[config.mk]
export PLATFORM = sky130hd
export DESIGN_NAME = smbus_word_transaction_sequencer_flat
export DESIGN_NICKNAME = d
export VERILOG_FILES = /design/src/rtl/core/swts_pkg.sv /design/src/rtl/core/swts_if.sv /design/src/rtl/core/swts_step.sv /design/src/rtl/core/smbus_word_transaction_sequencer.sv /design/src/flat_wrapper.sv
export VERILOG_INCLUDE_DIRS = /design/src /design/src/rtl/core
export SDC_FILE = /design/constraint.sdc
export NUM_CORES = 1
export LEC_CHECK = 0
export BUFFER_PORTS_ARGS = -buffer_cell sky130_fd_sc_hd__buf_2
export CAP_MARGIN = 10
export CORE_ASPECT_RATIO = 0.75
export CORE_UTILIZATION = 45
export CTS_BUF_LIST = sky130_fd_sc_hd__clkbuf_4 sky130_fd_sc_hd__clkbuf_8
export DETAILED_ROUTE_END_ITERATION = 6
export MAX_ROUTING_LAYER = met4
export PLACE_DENSITY = 0.66
export SYNTH_ARGS = -nofsm -noshare
export SYNTH_HDL_FRONTEND = slang
export SYNTH_SLANG_ARGS = --single-unit
[constraint.sdc]
create_clock -name clk -period 6.6 [get_ports clk]
set_clock_uncertainty 0.15 [all_clocks]
set_input_delay 0.66 -clock clk [delete_from_list [all_inputs] [get_ports clk]]
set_output_delay 0.66 -clock clk [all_outputs]
set_load 0.1 [all_outputs]
[src/rtl/core/smbus_word_transaction_sequencer_defines.svh]
// Assertion macros for the SMBus word transaction sequencer.
// No dependencies; included by the modules that carry assertions.
`ifndef SMBUS_WORD_TRANSACTION_SEQUENCER_DEFINES_SVH
`define SMBUS_WORD_TRANSACTION_SEQUENCER_DEFINES_SVH
`ifndef SYNTH
// Implication checked each clock edge, masked while in reset.
`define SWTS_ASSERT(lbl, prop, msg) \
  lbl: assert property (@(posedge clk) disable iff (!rst_n) (prop)) else $error(msg);
// Antecedent in one cycle, consequent in the next.
`define SWTS_ASSERT_NEXT(lbl, ante, cons, msg) \
  lbl: assert property (@(posedge clk) disable iff (!rst_n) (ante) |=> (cons)) \
    else $error(msg);
`else
`define SWTS_ASSERT(lbl, prop, msg)
`define SWTS_ASSERT_NEXT(lbl, ante, cons, msg)
`endif
`endif

[src/rtl/core/swts_pkg.sv]
// Package for the SMBus word transaction sequencer: codes, phase encoding, structs.
// No dependencies.
package swts_pkg;

  localparam int BAD_EVENT_LIMIT_DEF = 200;
  localparam int CNT_W  = 8;
  localparam int PH_N   = 15;
  localparam int PH_W   = 4;

  typedef enum logic [1:0] {
    OP_START_READ  = 2'd0,
    OP_START_WRITE = 2'd1,
    OP_EVENT       = 2'd2,
    OP_RELEASE     = 2'd3
  } op_t;

  typedef enum logic [1:0] {
    ACK_NONE    = 2'd0,
    ACK_DISABLE = 2'd1,
    ACK_ENABLE  = 2'd2
  } ack_t;

  typedef enum logic {
    CFG_WRITE_ADDR = 1'b0,
    CFG_READ_ADDR  = 1'b1
  } cfg_idx_t;

  // Bit position of the hot bit equals the external phase code.
  typedef enum logic [PH_N-1:0] {
    PH_IDLE      = 15'h0001,
    PH_WR_ADDR   = 15'h0002,
    PH_COMMAND   = 15'h0004,
    PH_RESTART   = 15'h0008,
    PH_RD_ADDR   = 15'h0010,
    PH_WAIT_RX   = 15'h0020,
    PH_DATA_HI   = 15'h0040,
    PH_DATA_LO   = 15'h0080,
    PH_SEND_PEC  = 15'h0100,
    PH_STOP      = 15'h0200,
    PH_WR_DONE   = 15'h0400,
    PH_RX_HI     = 15'h0800,
    PH_RX_LO     = 15'h1000,
    PH_RX_PEC    = 15'h2000,
    PH_RD_DONE   = 15'h4000
  } phase_t;

  typedef struct packed {
    phase_t       phase;
    logic         rd_dir;
    logic [7:0]   cmd;
    logic [15:0]  word;
    logic [7:0]   pec;
    logic [CNT_W-1:0] bad_cnt;
  } state_t;

  typedef struct packed {
    op_t         operation;
    logic [7:0]  command_byte;
    logic [15:0] write_word;
    logic        ev_mode_select;
    logic        ev_tx_selected;
    logic        ev_byte_sent;
    logic        ev_rx_selected;
    logic        ev_byte_received;
    logic [7:0]  rx_byte;
  } item_t;

  typedef struct packed {
    logic        accepted;
    logic [PH_W-1:0] phase;
    logic        send_byte;
    logic [7:0]  tx_byte;
    logic        gen_start;
    logic        gen_stop;
    ack_t        ack_change;
    logic [15:0] read_word;
    logic [7:0]  received_pec;
    logic        reset_request;
  } result_t;

  function automatic logic [PH_W-1:0] phase_code(input phase_t ph);
    logic [PH_W-1:0] code;
    code = '0;
    for (int i = 0; i < PH_N; i++) begin
      if (ph[i]) code = code | PH_W'(i);
    end
    return code;
  endfunction

endpackage

[src/rtl/core/swts_if.sv]
// Valid/ready channel interfaces for the SMBus word transaction sequencer.
// No dependencies.
interface swts_in_if;
  logic        valid;
  logic        ready;
  logic [1:0]  operation;
  logic [7:0]  command_byte;
  logic [15:0] write_word;
  logic        ev_mode_select;
  logic        ev_tx_selected;
  logic        ev_byte_sent;
  logic        ev_rx_selected;
  logic        ev_byte_received;
  logic [7:0]  rx_byte;

  modport source (output valid, operation, command_byte, write_word, ev_mode_select,
                  ev_tx_selected, ev_byte_sent, ev_rx_selected, ev_byte_received,
                  rx_byte, input ready);
  modport sink (input valid, operation, command_byte, write_word, ev_mode_select,
                ev_tx_selected, ev_byte_sent, ev_rx_selected, ev_byte_received,
                rx_byte, output ready);
endinterface

interface swts_out_if;
  logic        valid;
  logic        ready;
  logic        accepted;
  logic [3:0]  phase;
  logic        send_byte;
  logic [7:0]  tx_byte;
  logic        gen_start;
  logic        gen_stop;
  logic [1:0]  ack_change;
  logic [15:0] read_word;
  logic [7:0]  received_pec;
  logic        reset_request;

  modport source (output valid, accepted, phase, send_byte, tx_byte, gen_start, gen_stop,
                  ack_change, read_word, received_pec, reset_request, input ready);
  modport sink (input valid, accepted, phase, send_byte, tx_byte, gen_start, gen_stop,
                ack_change, read_word, received_pec, reset_request, output ready);
endinterface

[src/rtl/core/swts_step.sv]
// Next-state and result logic for one transaction of the sequencer.
// Depends on swts_pkg.
module swts_step #(
  parameter int BAD_EVENT_LIMIT = swts_pkg::BAD_EVENT_LIMIT_DEF
) (
  input  swts_pkg::state_t  st,
  input  swts_pkg::item_t   item,
  input  logic [7:0]        wr_addr,
  input  logic [7:0]        rd_addr,
  output swts_pkg::state_t  st_nxt,
  output swts_pkg::result_t res
);
  import swts_pkg::*;

  localparam logic [CNT_W-1:0] LIMIT = CNT_W'(BAD_EVENT_LIMIT);
  localparam logic [CNT_W-1:0] SAT   = '1;

  logic       done;
  logic       seen;
  logic       send;
  logic [7:0] tx;
  logic       gstart;
  logic       gstop;
  ack_t       ack;
  logic       acc;
  logic       rreq;

  always_comb begin
    st_nxt = st;
    done   = 1'b0;
    seen   = 1'b0;
    send   = 1'b0;
    tx     = '0;
    gstart = 1'b0;
    gstop  = 1'b0;
    ack    = ACK_NONE;
    acc    = 1'b1;
    rreq   = 1'b0;

    unique case (item.operation)
      OP_START_READ, OP_START_WRITE: begin
        if (st.phase != PH_IDLE) begin
          acc = 1'b0;
        end else begin
          st_nxt.cmd = item.command_byte;
          if (item.operation == OP_START_READ) begin
            st_nxt.word   = '0;
            st_nxt.pec    = '0;
            st_nxt.rd_dir = 1'b1;
          end else begin
            st_nxt.word   = item.write_word;
            st_nxt.rd_dir = 1'b0;
          end
          st_nxt.phase = PH_WR_ADDR;
          gstart       = 1'b1;
        end
      end
      OP_RELEASE: begin
        st_nxt.phase = PH_IDLE;
      end
      OP_EVENT: begin
        // Flags in priority order; a set flag that fits no phase clears the count.
        if (item.ev_mode_select) begin
          if (st.phase == PH_WR_ADDR) begin
            st_nxt.phase = PH_COMMAND; send = 1'b1; tx = wr_addr; done = 1'b1;
          end else if (st.phase == PH_RD_ADDR) begin
            st_nxt.phase = PH_WAIT_RX; send = 1'b1; tx = rd_addr; done = 1'b1;
          end else begin
            st_nxt.bad_cnt = '0; seen = 1'b1;
          end
        end
        if (!done && item.ev_tx_selected) begin
          if (st.phase == PH_COMMAND) begin
            st_nxt.phase = st.rd_dir ? PH_RESTART : PH_DATA_HI;
            send = 1'b1; tx = st.cmd; done = 1'b1;
          end else begin
            st_nxt.bad_cnt = '0; seen = 1'b1;
          end
        end
        if (!done && item.ev_byte_sent) begin
          if (st.phase == PH_RESTART) begin
            st_nxt.phase = PH_RD_ADDR; gstart = 1'b1; done = 1'b1;
          end else if (st.phase == PH_DATA_HI) begin
            st_nxt.phase = PH_DATA_LO; send = 1'b1; tx = st.word[15:8]; done = 1'b1;
          end else if (st.phase == PH_DATA_LO) begin
            st_nxt.phase = PH_STOP; send = 1'b1; tx = st.word[7:0]; done = 1'b1;
          end else if (st.phase == PH_SEND_PEC) begin
            st_nxt.phase = PH_STOP; send = 1'b1; tx = st.pec; done = 1'b1;
          end else if (st.phase == PH_STOP) begin
            st_nxt.phase = PH_WR_DONE; gstop = 1'b1; done = 1'b1;
          end else begin
            st_nxt.bad_cnt = '0; seen = 1'b1;
          end
        end
        if (!done && item.ev_rx_selected) begin
          if (st.phase == PH_WAIT_RX) begin
            st_nxt.phase = PH_RX_HI; done = 1'b1;
          end else begin
            st_nxt.bad_cnt = '0; seen = 1'b1;
          end
        end
        if (!done && item.ev_byte_received) begin
          if (st.phase == PH_RX_HI) begin
            st_nxt.word = {8'h00, item.rx_byte}; st_nxt.phase = PH_RX_LO; done = 1'b1;
          end else if (st.phase == PH_RX_LO) begin
            st_nxt.word  = {st.word[7:0], item.rx_byte};
            st_nxt.phase = PH_RX_PEC; ack = ACK_DISABLE; gstop = 1'b1; done = 1'b1;
          end else if (st.phase == PH_RX_PEC) begin
            st_nxt.pec = item.rx_byte; ack = ACK_ENABLE; st_nxt.phase = PH_RD_DONE;
            done = 1'b1;
          end else begin
            st_nxt.bad_cnt = '0; seen = 1'b1;
          end
        end
        if (!done) begin
          if (!seen && st.bad_cnt != SAT) st_nxt.bad_cnt = st.bad_cnt + 1'b1;
          rreq = (st_nxt.bad_cnt > LIMIT);
        end
      end
      default: begin
        acc = 1'b1;
      end
    endcase
  end

  always_comb begin
    res.accepted      = acc;
    res.phase         = phase_code(st_nxt.phase);
    res.send_byte     = send;
    res.tx_byte       = tx;
    res.gen_start     = gstart;
    res.gen_stop      = gstop;
    res.ack_change    = ack;
    res.read_word     = st_nxt.word;
    res.received_pec  = st_nxt.pec;
    res.reset_request = rreq;
  end

endmodule

[src/rtl/core/smbus_word_transaction_sequencer.sv]
// A result is registered and appears in the cycle after its transaction is accepted.
// Throughput: one transaction per cycle; the single result register sets it, and
// in_ch.ready stays high while that register is empty or being drained.
// Reset (rst_n low, synchronous): phase idle, all state and the event count
// cleared, write address 0, read address 1, result register emptied.
// Depends on swts_pkg, swts_if, swts_step and the defines header.
`include "smbus_word_transaction_sequencer_defines.svh"

module smbus_word_transaction_sequencer #(
  parameter int BAD_EVENT_LIMIT = swts_pkg::BAD_EVENT_LIMIT_DEF
) (
  input  logic            clk,
  input  logic            rst_n,
  swts_in_if.sink         in_ch,
  swts_out_if.source      out_ch,
  input  logic            cfg_wr_en,
  input  logic            cfg_index,
  input  logic [7:0]      cfg_wdata
);
  import swts_pkg::*;

  // Configuration registers: address bytes for the two address phases.
  logic [7:0] wr_addr_r;
  logic [7:0] rd_addr_r;

  // Sequencer state and the result register.
  state_t  st_r;
  state_t  st_nxt;
  result_t res_r;
  result_t res_nxt;
  logic    out_valid_r;

  item_t   item;
  logic    in_fire;
  logic    out_fire;

  // Accept a new transaction whenever the result register is free this cycle.
  assign in_ch.ready = !out_valid_r || out_ch.ready;
  assign in_fire     = in_ch.valid && in_ch.ready;
  assign out_fire    = out_valid_r && out_ch.ready;

  always_comb begin
    item.operation        = op_t'(in_ch.operation);
    item.command_byte     = in_ch.command_byte;
    item.write_word       = in_ch.write_word;
    item.ev_mode_select   = in_ch.ev_mode_select;
    item.ev_tx_selected   = in_ch.ev_tx_selected;
    item.ev_byte_sent     = in_ch.ev_byte_sent;
    item.ev_rx_selected   = in_ch.ev_rx_selected;
    item.ev_byte_received = in_ch.ev_byte_received;
    item.rx_byte          = in_ch.rx_byte;
  end

  swts_step #(
    .BAD_EVENT_LIMIT (BAD_EVENT_LIMIT)
  ) u_step (
    .st      (st_r),
    .item    (item),
    .wr_addr (wr_addr_r),
    .rd_addr (rd_addr_r),
    .st_nxt  (st_nxt),
    .res     (res_nxt)
  );

  // Configuration writes; the user must issue them only while idle, the block does not enforce it.
  always_ff @(posedge clk) begin
    if (!rst_n) begin
      wr_addr_r <= 8'h00;
      rd_addr_r <= 8'h01;
    end else if (cfg_wr_en) begin
      unique case (cfg_idx_t'(cfg_index))
        CFG_WRITE_ADDR: wr_addr_r <= cfg_wdata;
        CFG_READ_ADDR:  rd_addr_r <= cfg_wdata;
        default:        wr_addr_r <= wr_addr_r;
      endcase
    end
  end

  // Advance the sequencer state on every accepted transaction.
  always_ff @(posedge clk) begin
    if (!rst_n) begin
      st_r.phase   <= PH_IDLE;
      st_r.rd_dir  <= 1'b0;
      st_r.cmd     <= '0;
      st_r.word    <= '0;
      st_r.pec     <= '0;
      st_r.bad_cnt <= '0;
    end else if (in_fire) begin
      st_r <= st_nxt;
    end
  end

  // Result register: load on accept, drop the valid flag once drained.
  always_ff @(posedge clk) begin
    if (!rst_n) begin
      out_valid_r <= 1'b0;
    end else if (in_fire) begin
      out_valid_r <= 1'b1;
    end else if (out_fire) begin
      out_valid_r <= 1'b0;
    end
  end

  always_ff @(posedge clk) begin
    if (in_fire) begin
      res_r <= res_nxt;
    end
  end

  assign out_ch.valid         = out_valid_r;
  assign out_ch.accepted      = res_r.accepted;
  assign out_ch.phase         = res_r.phase;
  assign out_ch.send_byte     = res_r.send_byte;
  assign out_ch.tx_byte       = res_r.tx_byte;
  assign out_ch.gen_start     = res_r.gen_start;
  assign out_ch.gen_stop      = res_r.gen_stop;
  assign out_ch.ack_change    = res_r.ack_change;
  assign out_ch.read_word     = res_r.read_word;
  assign out_ch.received_pec  = res_r.received_pec;
  assign out_ch.reset_request = res_r.reset_request;

  // Phase register holds exactly one hot bit.
  `SWTS_ASSERT(a_phase_onehot, $onehot(st_r.phase), "phase register not one-hot")
  // A pending reset request implies the stored count is past the limit.
  `SWTS_ASSERT(a_rreq_count,
    (out_valid_r && res_r.reset_request) |-> (st_r.bad_cnt > CNT_W'(BAD_EVENT_LIMIT)),
    "reset request without enough bad events")
  // A start while busy is rejected and leaves the phase untouched.
  `SWTS_ASSERT_NEXT(a_busy_reject,
    in_fire && st_r.phase != PH_IDLE &&
      (item.operation == OP_START_READ || item.operation == OP_START_WRITE),
    !res_r.accepted && $stable(st_r.phase),
    "busy start not rejected")
  // Reported phase matches the phase register it was taken from.
  `SWTS_ASSERT(a_phase_match, out_valid_r |-> (res_r.phase == phase_code(st_r.phase)),
    "reported phase differs from phase register")

endmodule

[src/flat_wrapper.sv]
// flat-port wrapper written by rule: the top's interface ports become plain ports
module smbus_word_transaction_sequencer_flat import swts_pkg::*;
#(
  parameter int BAD_EVENT_LIMIT = swts_pkg::BAD_EVENT_LIMIT_DEF
)
  (clk, rst_n, cfg_wr_en, cfg_index, cfg_wdata, in_ch_valid, in_ch_operation, in_ch_command_byte, in_ch_write_word, in_ch_ev_mode_select, in_ch_ev_tx_selected, in_ch_ev_byte_sent, in_ch_ev_rx_selected, in_ch_ev_byte_received, in_ch_rx_byte, in_ch_ready, out_ch_valid, out_ch_accepted, out_ch_phase, out_ch_send_byte, out_ch_tx_byte, out_ch_gen_start, out_ch_gen_stop, out_ch_ack_change, out_ch_read_word, out_ch_received_pec, out_ch_reset_request, out_ch_ready);
  swts_in_if in_ch_i ();
  swts_out_if out_ch_i ();
  input  logic clk;
  input  logic rst_n;
  input  logic cfg_wr_en;
  input  logic cfg_index;
  input  logic [7:0] cfg_wdata;
  input wire logic [$bits(in_ch_i.valid)-1:0] in_ch_valid;
  input wire logic [$bits(in_ch_i.operation)-1:0] in_ch_operation;
  input wire logic [$bits(in_ch_i.command_byte)-1:0] in_ch_command_byte;
  input wire logic [$bits(in_ch_i.write_word)-1:0] in_ch_write_word;
  input wire logic [$bits(in_ch_i.ev_mode_select)-1:0] in_ch_ev_mode_select;
  input wire logic [$bits(in_ch_i.ev_tx_selected)-1:0] in_ch_ev_tx_selected;
  input wire logic [$bits(in_ch_i.ev_byte_sent)-1:0] in_ch_ev_byte_sent;
  input wire logic [$bits(in_ch_i.ev_rx_selected)-1:0] in_ch_ev_rx_selected;
  input wire logic [$bits(in_ch_i.ev_byte_received)-1:0] in_ch_ev_byte_received;
  input wire logic [$bits(in_ch_i.rx_byte)-1:0] in_ch_rx_byte;
  output wire logic [$bits(in_ch_i.ready)-1:0] in_ch_ready;
  output wire logic [$bits(out_ch_i.valid)-1:0] out_ch_valid;
  output wire logic [$bits(out_ch_i.accepted)-1:0] out_ch_accepted;
  output wire logic [$bits(out_ch_i.phase)-1:0] out_ch_phase;
  output wire logic [$bits(out_ch_i.send_byte)-1:0] out_ch_send_byte;
  output wire logic [$bits(out_ch_i.tx_byte)-1:0] out_ch_tx_byte;
  output wire logic [$bits(out_ch_i.gen_start)-1:0] out_ch_gen_start;
  output wire logic [$bits(out_ch_i.gen_stop)-1:0] out_ch_gen_stop;
  output wire logic [$bits(out_ch_i.ack_change)-1:0] out_ch_ack_change;
  output wire logic [$bits(out_ch_i.read_word)-1:0] out_ch_read_word;
  output wire logic [$bits(out_ch_i.received_pec)-1:0] out_ch_received_pec;
  output wire logic [$bits(out_ch_i.reset_request)-1:0] out_ch_reset_request;
  input wire logic [$bits(out_ch_i.ready)-1:0] out_ch_ready;
  assign in_ch_i.valid = in_ch_valid;
  assign in_ch_i.operation = in_ch_operation;
  assign in_ch_i.command_byte = in_ch_command_byte;
  assign in_ch_i.write_word = in_ch_write_word;
  assign in_ch_i.ev_mode_select = in_ch_ev_mode_select;
  assign in_ch_i.ev_tx_selected = in_ch_ev_tx_selected;
  assign in_ch_i.ev_byte_sent = in_ch_ev_byte_sent;
  assign in_ch_i.ev_rx_selected = in_ch_ev_rx_selected;
  assign in_ch_i.ev_byte_received = in_ch_ev_byte_received;
  assign in_ch_i.rx_byte = in_ch_rx_byte;
  assign in_ch_ready = in_ch_i.ready;
  assign out_ch_valid = out_ch_i.valid;
  assign out_ch_accepted = out_ch_i.accepted;
  assign out_ch_phase = out_ch_i.phase;
  assign out_ch_send_byte = out_ch_i.send_byte;
  assign out_ch_tx_byte = out_ch_i.tx_byte;
  assign out_ch_gen_start = out_ch_i.gen_start;
  assign out_ch_gen_stop = out_ch_i.gen_stop;
  assign out_ch_ack_change = out_ch_i.ack_change;
  assign out_ch_read_word = out_ch_i.read_word;
  assign out_ch_received_pec = out_ch_i.received_pec;
  assign out_ch_reset_request = out_ch_i.reset_request;
  assign out_ch_i.ready = out_ch_ready;
  smbus_word_transaction_sequencer #(.BAD_EVENT_LIMIT(BAD_EVENT_LIMIT)) u_core (.clk(clk), .rst_n(rst_n), .in_ch(in_ch_i), .out_ch(out_ch_i), .cfg_wr_en(cfg_wr_en), .cfg_index(cfg_index), .cfg_wdata(cfg_wdata));
endmodule
* Word level (Yosys, flattened, before mapping)
Index checks and enable logic that the tools add are counted.
** Operators by class
- $add $sub $neg :: 1
- Order comparisons :: 1
- Eq/ne operators :: 18
- Multiplexer cells :: 136
- Bitwise operators :: 4
- Reduce and logical (&&, ||, !) cells :: 27
** Operator list (number)
- 15-bit 2-to-1 mux :: 18
- 8-bit 2-to-1 mux :: 31
- 16-bit 2-to-1 mux :: 5
- 1-bit 2-to-1 mux :: 67
- 48-bit 2-to-1 mux :: 1
- 24-bit case mux with 2 select lines :: 1
- 15-bit case mux with 3 select lines :: 1
- 32-bit 2-to-1 mux :: 1
- 15-bit by 10-bit equality test with 1-bit output, second input constant :: 1
- 15-bit by 12-bit equality test with 1-bit output, second input constant :: 1
- 15-bit by 13-bit equality test with 1-bit output, second input constant :: 1
- 15-bit by 14-bit equality test with 1-bit output, second input constant :: 1
- 15-bit by 2-bit equality test with 1-bit output, second input constant :: 1
- 15-bit by 3-bit equality test with 1-bit output, second input constant :: 1
- 15-bit by 4-bit equality test with 1-bit output, second input constant :: 1
- 15-bit by 5-bit equality test with 1-bit output, second input constant :: 1
- 15-bit by 6-bit equality test with 1-bit output, second input constant :: 1
- 15-bit by 7-bit equality test with 1-bit output, second input constant :: 1
- 15-bit by 8-bit equality test with 1-bit output, second input constant :: 1
- 15-bit by 9-bit equality test with 1-bit output, second input constant :: 1
- 15-bit by 1-bit inequality test with 1-bit output, second input constant :: 1
- 3-bit 2-to-1 mux :: 4
- 2-bit 2-to-1 mux :: 5
- 8-bit by 1-bit adder with 8-bit output, second input constant :: 1
- 19 further kinds :: 39
** Word-level totals
- Bits in registers :: 116
- Input bits :: 53
- Logic and storage cells :: 211

* Logic depth before layout (Yosys ltp)
Gate-level depths: netlist of run 1.
- Depth after elaboration :: 35
- Depth in mapped cells :: 10

* Cells and area by module
A second synthesis of run 1 with hierarchy kept.
** Unflattened totals
- Cells, all modules :: 762
- Area total of the unflattened synthesis :: 6666.4 µm²
** Modules (own cells, without submodules)
- smbus_word_transaction_sequencer :: times used 1, cells each 364, area an instance 4160.2 µm², sequential area each 2752.6 µm²
- swts_step :: times used 1, cells each 398, area an instance 2506.2 µm², sequential area each 0.0 µm²

* Least setup slack after synthesis of run 1
No wires, ideal clock.
- Path type :: reg-to-reg
- From :: register u_core.out_valid_r (netlist: u_core.out_ch.valid)
- To :: register u_core.st_r[44] (netlist name)
- Arrival time :: 3.923 ns
- Data required time :: 6.377 ns
- Setup slack :: 2.454 ns
- Stages on the path, launching flop included :: 8
- Buffers on the path :: 2
- Clock period less this slack :: 4.146 ns
- Path through :: dfxtp_1 nand2b_1 nand2_1 inv_1 clkbuf_1 clkbuf_1 a41oi_1 nor2_1
** Between the ends
- Word-level cells in the longest chain between the ends :: 3
** Ends and longest elaborated chain
- start, declared :: RTL line smbus_word_transaction_sequencer.sv:31 : logic out_valid_r;
- start signal, assigned :: RTL line smbus_word_transaction_sequencer.sv:96 : out_valid_r <= 1'b0;
- start signal, assigned :: RTL line smbus_word_transaction_sequencer.sv:98 : out_valid_r <= 1'b1;
- start signal, assigned :: RTL line smbus_word_transaction_sequencer.sv:100 : out_valid_r <= 1'b0;
- 1-bit zero test :: RTL line smbus_word_transaction_sequencer.sv:38 : assign in_ch.ready = !out_valid_r || out_ch.ready;
- 1-bit logical OR :: RTL line smbus_word_transaction_sequencer.sv:38
- net in_ch_ready :: RTL line flat_wrapper.sv:24 : output wire logic [$bits(in_ch_i.ready)-1:0] in_ch_ready;
- 1-bit logical AND :: RTL line smbus_word_transaction_sequencer.sv:39 : assign in_fire = in_ch.valid && in_ch.ready;
- net u_core.in_fire :: RTL line smbus_word_transaction_sequencer.sv:34 : logic in_fire;
- end signal, assigned :: RTL line smbus_word_transaction_sequencer.sv:89 : st_r <= st_nxt;
- end, declared :: RTL line smbus_word_transaction_sequencer.sv:27 : state_t st_r;
The timed path passes the listed nets, and every way through them passes these cells.
A chain may end at the register's enable or synchronous reset.

* Final worst setup path of run 1
- From :: register u_core.st_r[52] (netlist name)
- To :: register u_core.st_r[31] (netlist name)
** Between the ends
- Word-level cells in the longest chain between the ends :: 24
- Elaborated cells between the ends (all ways) :: 42
- Those cells by class :: eq/ne: 12; mux: 22; reduce/logical: 8
** Ends and longest elaborated chain
- 15-bit by 5-bit equality test with 1-bit output :: RTL line swts_step.sv:66 : end else if (st.phase == PH_RD_ADDR) begin
- 1-bit 2-to-1 mux :: RTL line swts_step.sv:66
- 1-bit 2-to-1 mux :: RTL line swts_step.sv:64 : if (st.phase == PH_WR_ADDR) begin
- 1-bit 2-to-1 mux :: RTL line swts_step.sv:63 : if (item.ev_mode_select) begin
- 1-bit 2-to-1 mux :: RTL line swts_step.sv:40 : unique case (item.operation)
- 1-bit zero test :: RTL line swts_step.sv:72 : if (!done && item.ev_tx_selected) begin
- 1-bit logical AND :: RTL line swts_step.sv:72
- 1-bit 2-to-1 mux :: RTL line swts_step.sv:72
- (+8 left out)
- 1-bit zero test :: RTL line swts_step.sv:95 : if (!done && item.ev_rx_selected) begin
- 1-bit logical AND :: RTL line swts_step.sv:95
- 1-bit 2-to-1 mux :: RTL line swts_step.sv:95
- 1-bit 2-to-1 mux :: RTL line swts_step.sv:40
- 1-bit zero test :: RTL line swts_step.sv:102 : if (!done && item.ev_byte_received) begin
- 1-bit logical AND :: RTL line swts_step.sv:102
- 32-bit 2-to-1 mux :: RTL line swts_step.sv:102
- 24-bit case mux with 2 select lines * :: RTL line swts_step.sv:40
Mark *: on every way between the ends. The rest lies on a longest branch, timed or not. The select of a mux whose other input is x is not followed.

==> results.cfg, run 1 <==
[logic_synthesis]
synth_compound_area_frac = 0.228
synth_top_area_frac = 0.241
synth_area_per_cell_um2 = 8.99
yosys.cell_types.count = 74
yosys-top-cells-area = dfxtp_1, edfxtp_1, nand2_1, a22oi_1, o21ai_0
synth_xor_xnor_area_share = 0.00721
yosysSeqAreaShare = 0.453
synth_flop_cell = dfxtp_1
yosys.area_share.adder = 0.00206
synthArstFlopShare = 0
synthMuxAreaShare = 0.0132
yosys.area_share.simple = 0.252
ys_warn_count = 0
synth_edf_count = 43
synth_cells = 676
synth_fp_nets = 730
ys_ff_latch = 116
synth_top_family_by_area = simple AND/OR/NAND/NOR gates
yosys.area.top_type = dfxtp_1
netlist_area_um2 = 6080

[global_route]
grt_max_degree = 67
antenna_found_initial = 0
grt_use_total = 0.262
grt_pass1_vias = 4882
grt_pass1_wl_um = 26600
globalRouteOverflowTotal = 0

[critical_path]
crit_required_ps = 6780
critPathLaunchType = flop
crit_path_max_fanout = 16
critPathKind = reg2reg
arrival_ps = 3860
critPathCaptureType = flop

[floorplanning]
core_area_um2 = 13100
fp.dieW_um = 136
die_h_um = 103
row_count = 36
io_pins = 98
start_util = 0.465
dieArea_um2 = 14000

[timing]
hold_viol = 0
worstMarginPinSlew_ps = 1150
maxSlewViolCount = 0
finalWorstSetupSlack_ps = 2910
setup_tns_ps = 0
min_period_ps = 3690
setup_violations = 0
slew_headroom = 0.228
fin_crit_sh = 0.559
max_clock_freq_ghz = 0.271
rsz0062_at_grt = false

[route]
drc_errors = 0
wirelength_um = 17300
initialDrtViolationCount = 528
wl_per_cell_um = 18.6
ant_nets = 0
vias = 5572
vias_per_cell = 6.00
drt_pass1_iterations = 6

[place]
place_ws_ps = 3060
place_inst = 897
gp_congestion = 0.912
placed_area_um2 = 6560
io_buffer_count = 97
hpwl_um = 12600

[layout]
final_area_um2 = 6980
synthToLayoutAreaGrowth_pct = 15.0
n_antenna_cell = 0
drive_gt1_frac = 0.204
fin_cells = 929
nets = 799

[outcome]
status = finished, final reports clean

[hold_path]
min_path_type = reg2reg

[cts]
numCtsBuffers = 17
path_clk_slew_ps = 70
cts_tree = done
postCtsSetupRepairBufs = 0
cts.sinks = 116
ctsRootBufferMaster = clkbuf_8
clk_latency_ps = 430
post_cts_resized = 0
cts_max_level = 4
holdBufCountCts = 0
clockBufferDepth = 2

[power_and_ir_drop]
power.leakage_nw = 2.71
peakVddDrop_mv = 0.146
p_per_area_nw_per_um2 = 254

[flow_run]
drv_cap = 0
critical path: stages, from the launching register on:
cell     delay (ps)
dfxtp_1         410
nor4_1          540
nand2_1         480
nor4_1          870
o21ai_1         610
nand2_1         220
o21ai_0         100
and2_1          190
path summary, 6_finish.rpt:
kind | startpoint | end | slack, ps | cells after the start
worst min-delay path | u_core.st_r[34]$_SDFFE_PN0P_ | u_core.st_r[34]$_SDFFE_PN0P_ | 320 | 2
worst max register to register | u_core.st_r[52]$_SDFFE_PN0P_ | u_core.st_r[31]$_SDFFE_PN0P_ | 2910 | 7
worst max-delay path | u_core.st_r[52]$_SDFFE_PN0P_ | u_core.st_r[31]$_SDFFE_PN0P_ | 2910 | 7
worst min register to register | u_core.st_r[34]$_SDFFE_PN0P_ | u_core.st_r[34]$_SDFFE_PN0P_ | 320 | 2
stage by stage:
stage / power (mW) / util / hold slack, ps
3_5_place_dp: 1.07 / 0.502 / 313
2_1_floorplan: 1.01 / - / 291
6_report: 1.77 / 0.535 / 324
3_3_place_gp: 1.07 / 0.502 / 305
5_1_grt: 1.83 / 0.535 / 325
4_1_cts: 1.78 / 0.535 / 325
synth_stat cells, types with 3 or more instances:
master and instances:
edfxtp_1 43, o22ai_1 4, buf_6 5, nor2b_1 24
and2_1 18, o21ai_1 4, or4_1 5, a22oi_1 28
a21boi_0 23, dfxtp_1 73, xor2_1 3, a32o_1 3
o21ai_0 39, o21a_1 5, o211a_1 3, clkbuf_1 34
nand3_1 29, nor3_1 13, nand2_1 106, buf_2 8
inv_1 10, or2_2 6, mux2i_1 8, nor4b_1 5
a21oi_1 23, nor4_1 12, a222oi_1 10, or3_1 3
nand2b_1 7, a211oi_1 5, o21ai_2 3, and3_1 6
a22o_1 10, nand4_1 7, nor2_1 35, o31ai_1 5
a21o_1 3
state kept, by name, indices dropped and copies added (netlist names):
name,flops
u_core.st_r,56
u_core.out_ch.read_word,16
u_core.out_ch.received_pec,8
u_core.out_ch.tx_byte,8
u_core.rd_addr_r,8
u_core.wr_addr_r,8
u_core.out_ch.phase,4
u_core.out_ch.ack_change,2
u_core.out_ch.accepted,1
u_core.out_ch.gen_start,1
u_core.out_ch.gen_stop,1
u_core.out_ch.reset_request,1
u_core.out_ch.send_byte,1
u_core.out_ch.valid,1
placed cells by master, fill, tap and decap left out, types with 3 or more instances in the layout:
cell type / instances
o21ai_0: 39
mux2i_1: 8
a21oi_1: 23
nand4_1: 7
nor4b_1: 5
nor4_1: 12
and2_1: 18
a21boi_0: 23
bufinv_16: 4
a222oi_1: 10
or4_1: 5
o31ai_1: 5
dfxtp_1: 73
o22ai_1: 4
buf_2: 97
a22oi_1: 28
edfxtp_1: 43
xor2_1: 3
and3_1: 6
nor3_1: 13
o21a_1: 5
a22o_1: 10
nor2b_1: 24
o21ai_2: 3
a32o_1: 3
or2_2: 6
inv_1: 9
a211oi_1: 5
nand2b_1: 7
clkbuf_8: 17
nor2_1: 35
or3_1: 3
clkinv_2: 3
nand2_1: 106
o21ai_1: 4
o211a_1: 3
nand3_1: 29
a21o_1: 3
layer usage:
layer  up-vias  share of wire  wire, um  global-route usage
li1       2655              -         -                   -
met1      2639           0.48      8260               0.377
met2       256           0.43      7360               0.366
met3        22          0.084      1450              0.0536
met4         0          0.013       218              0.0752
met5         -              0         0                   -
power by group:
part           internal, mW  switching [mW]  total, mW
sequential            0.771          0.0156      0.787
combinational        0.0561           0.214      0.270
clock                 0.414           0.302      0.715
layout make-up:
| cell class | instances | area [um^2] |
|---|---|---|
| Clock inverter | 14 | 184 |
| Multi-Input combinational cell | 501 | 3050 |
| Clock buffer | 18 | 241 |
| Tap cell | 171 | 214 |
| Sequential cell | 116 | 2750 |
| Timing Repair Buffer | 99 | 500 |
| Fill cell | 1214 | 6080 |
| Inverter | 10 | 37.5 |
cell families after synthesis:
group	after synthesis
AND/OR/NAND/NOR	295
buffers and inverters	59
adder cells (fa/ha/maj)	1
AO/OA/AOI/OAI	192
flip-flops	116
XOR/XNOR	5
multiplexers	8
Note: power is estimated with default switching activity, not from simulation.
==> inputs of run 2 (changes only) <==
Settings changed: PLACE_DENSITY 0.66 to 0.68.
Clock period 6.6 ns to 3.1 ns, I/O delays scaled along.
==> results.cfg, run 2 (synthesis gave the netlist of run 1 again) <==
[critical_path]
path_common_cell = o21ai_2
critPathLaunchType = flop
crit_path_max_fanout = 7
critPathKind = reg2reg
path_delay_family = simple AND/OR/NAND/NOR gates
critPathCaptureType = flop
max_stage_delay_ps = 610
crit_chain = or4_1 > or4_4 > o21ai_2 > o21a_4 > o21ai_2 > a2111oi_2 > nand4_1
r2r-end = u_core.out_ch.phase[2]$_SDFFCE_PP1P_
reg2regPathDepth = 7
slowest_stage = or4_1
rrSetupSlack_ps = 90
timing.rr.start = u_core.st_r[41]$_SDFFE_PN1P_
arrival_ps = 3020
crit_buf_inv = 0
crit_required_ps = 3110

[global_route]
grt_max_degree = 50
grt_use_total = 0.283
grt_pass1_vias = 5275
grt_pass1_wl_um = 28500
globalRouteOverflowTotal = 0
antenna_found_initial = 0

[layout]
n_antenna_cell = 0
nets = 865
regMostFlops = u_core.st_r
final_cell_mix = nand2_1, buf_2, dfxtp_1, buf_4, edfxtp_1
mostFrequentLayoutCell = nand2_1
largest_reg_flops = 56
synthToLayoutAreaGrowth_pct = 23.5
drive_gt1_frac = 0.254
final_area_um2 = 7500

[floorplanning]
io_pins = 98
fp.dieW_um = 136
core_area_um2 = 13100
row_count = 36
start_util = 0.465
die_h_um = 103
dieArea_um2 = 14000

[cts]
clk_latency_ps = 440
ctsRootBufferMaster = clkbuf_8
cts_tree = done
path_clk_slew_ps = 70
numCtsBuffers = 17
postCtsSetupRepairBufs = 0
cts.sinks = 116
cts_max_level = 4
clockBufferDepth = 2

[route]
initialDrtViolationCount = 630
vias_per_cell = 5.89
wirelength_um = 18700
vias = 5859
drc_errors = 0
ant_nets = 0
drt_pass1_iterations = 5
wl_per_cell_um = 18.8

[timing]
setup_violations = 0
fin_crit_sh = 0.971
max_clock_freq_ghz = 0.332
maxSlewViolCount = 0
worstMarginPinSlew_ps = 990
setup_tns_ps = 0
slew_headroom = 0.339
rsz0062_at_grt = false
min_period_ps = 3010
hold_viol = 0

[flow_run]
drv_cap = 0

[place]
hpwl_um = 13900
io_buffer_count = 97
placed_area_um2 = 6940
gp_congestion = 0.941

[hold_path]
min_path_type = in2reg
hold_path_startpoint = in_ch_rx_byte[3]
hold_path_end = u_core.st_r[11]$_SDFFE_PN0P_
min_path_cells = 3

[power_and_ir_drop]
peakVddDrop_mv = 0.282
power.leakage_nw = 3.02
p_per_area_nw_per_um2 = 484

[outcome]
status = finished, final reports clean
[run 2: cell types whose count changed in the layout (fill, tap and decap cells not counted), moves of 3 or more]
cell | previous run | this run
buf_4 | 2 | 49
dlygate4sd3_1 | 0 | 18
clkbuf_8 | 17 | 21
bufinv_16 | 4 | 1
[run 2: layer usage]
| layer | global-route usage | up-vias | wire length, um |
|---|---|---|---|
| met3 | 0.0506 | 23 | 1390 |
| met1 | 0.403 | 2812 | 8820 |
| li1 | - | 2775 | - |
| met2 | 0.398 | 249 | 8190 |
| met4 | 0.104 | 0 | 289 |
| met5 | - | - | 0 |
[run 2: worst register-to-register path: stages, from the launching register on]
cell and delay, ps:
dfxtp_1 310, or4_1 610, or4_4 580, o21ai_2 220, o21a_4 180, o21ai_2 80
a2111oi_2 450, nand4_1 150
[run 2: worst max-delay path by stage]
stage          slack [ps]                                         to                         start  cells after the start
6_report               90       u_core.out_ch.phase[2]$_SDFFCE_PP1P_  u_core.st_r[41]$_SDFFE_PN1P_                      7
4_1_cts               120       u_core.out_ch.phase[2]$_SDFFCE_PP1P_  u_core.st_r[41]$_SDFFE_PN1P_                      7
2_1_floorplan         150       u_core.out_ch.phase[0]$_SDFFCE_PP1P_  u_core.st_r[45]$_SDFFE_PN0P_                      9
3_5_place_dp          130       u_core.out_ch.phase[2]$_SDFFCE_PP1P_  u_core.st_r[41]$_SDFFE_PN1P_                      7
3_3_place_gp          240       u_core.out_ch.phase[0]$_SDFFCE_PP1P_  u_core.st_r[52]$_SDFFE_PN0P_                      8
5_1_grt               0.9  u_core.out_ch.reset_request$_SDFFCE_PP0P_  u_core.st_r[54]$_SDFFE_PN0P_                      9
[run 2: power by group]
part / internal, mW / total [mW] / switching [mW]
Combinational: 0.161 / 0.635 / 0.473
Clock: 0.730 / 1.33 / 0.598
Sequential: 1.64 / 1.67 / 0.0301
Total: 2.53 / 3.64 / 1.10
[run 2: layout make-up]
type | count | area [um^2]
clock buffers | 23 | 304
clock inverters | 9 | 76.3
inverters | 10 | 37.5
fillers | 1187 | 5560
flip-flops and latches | 116 | 2760
well taps | 171 | 214
repair buffers | 165 | 1050
multi-input cells | 501 | 3060
[run 2: what timing repair did]
item,4_1_cts,5_1_grt
endpoints found under the hold margin,22,0
gates resized for setup,0,4
endpoints found under the setup margin,0,5
hold buffers,18,0
[run 2: per-stage QoR]
| step | total power [mW] | worst slack [ps] | std cells | utilization | hold WS, ps |
|---|---|---|---|---|---|
| 6_report | 3.64 | 89.5 | 995 | 0.575 | 29.7 |
| 3_3_place_gp | 2.30 | 236 | 945 | 0.531 | 299 |
| 4_1_cts | 3.66 | 125 | 995 | 0.574 | 3.52 |
| 2_1_floorplan | 2.14 | 151 | 676 | - | 291 |
| 5_1_grt | 3.77 | 0.949 | 995 | 0.575 | 38.7 |
| 3_5_place_dp | 2.32 | 133 | 945 | 0.531 | 310 |
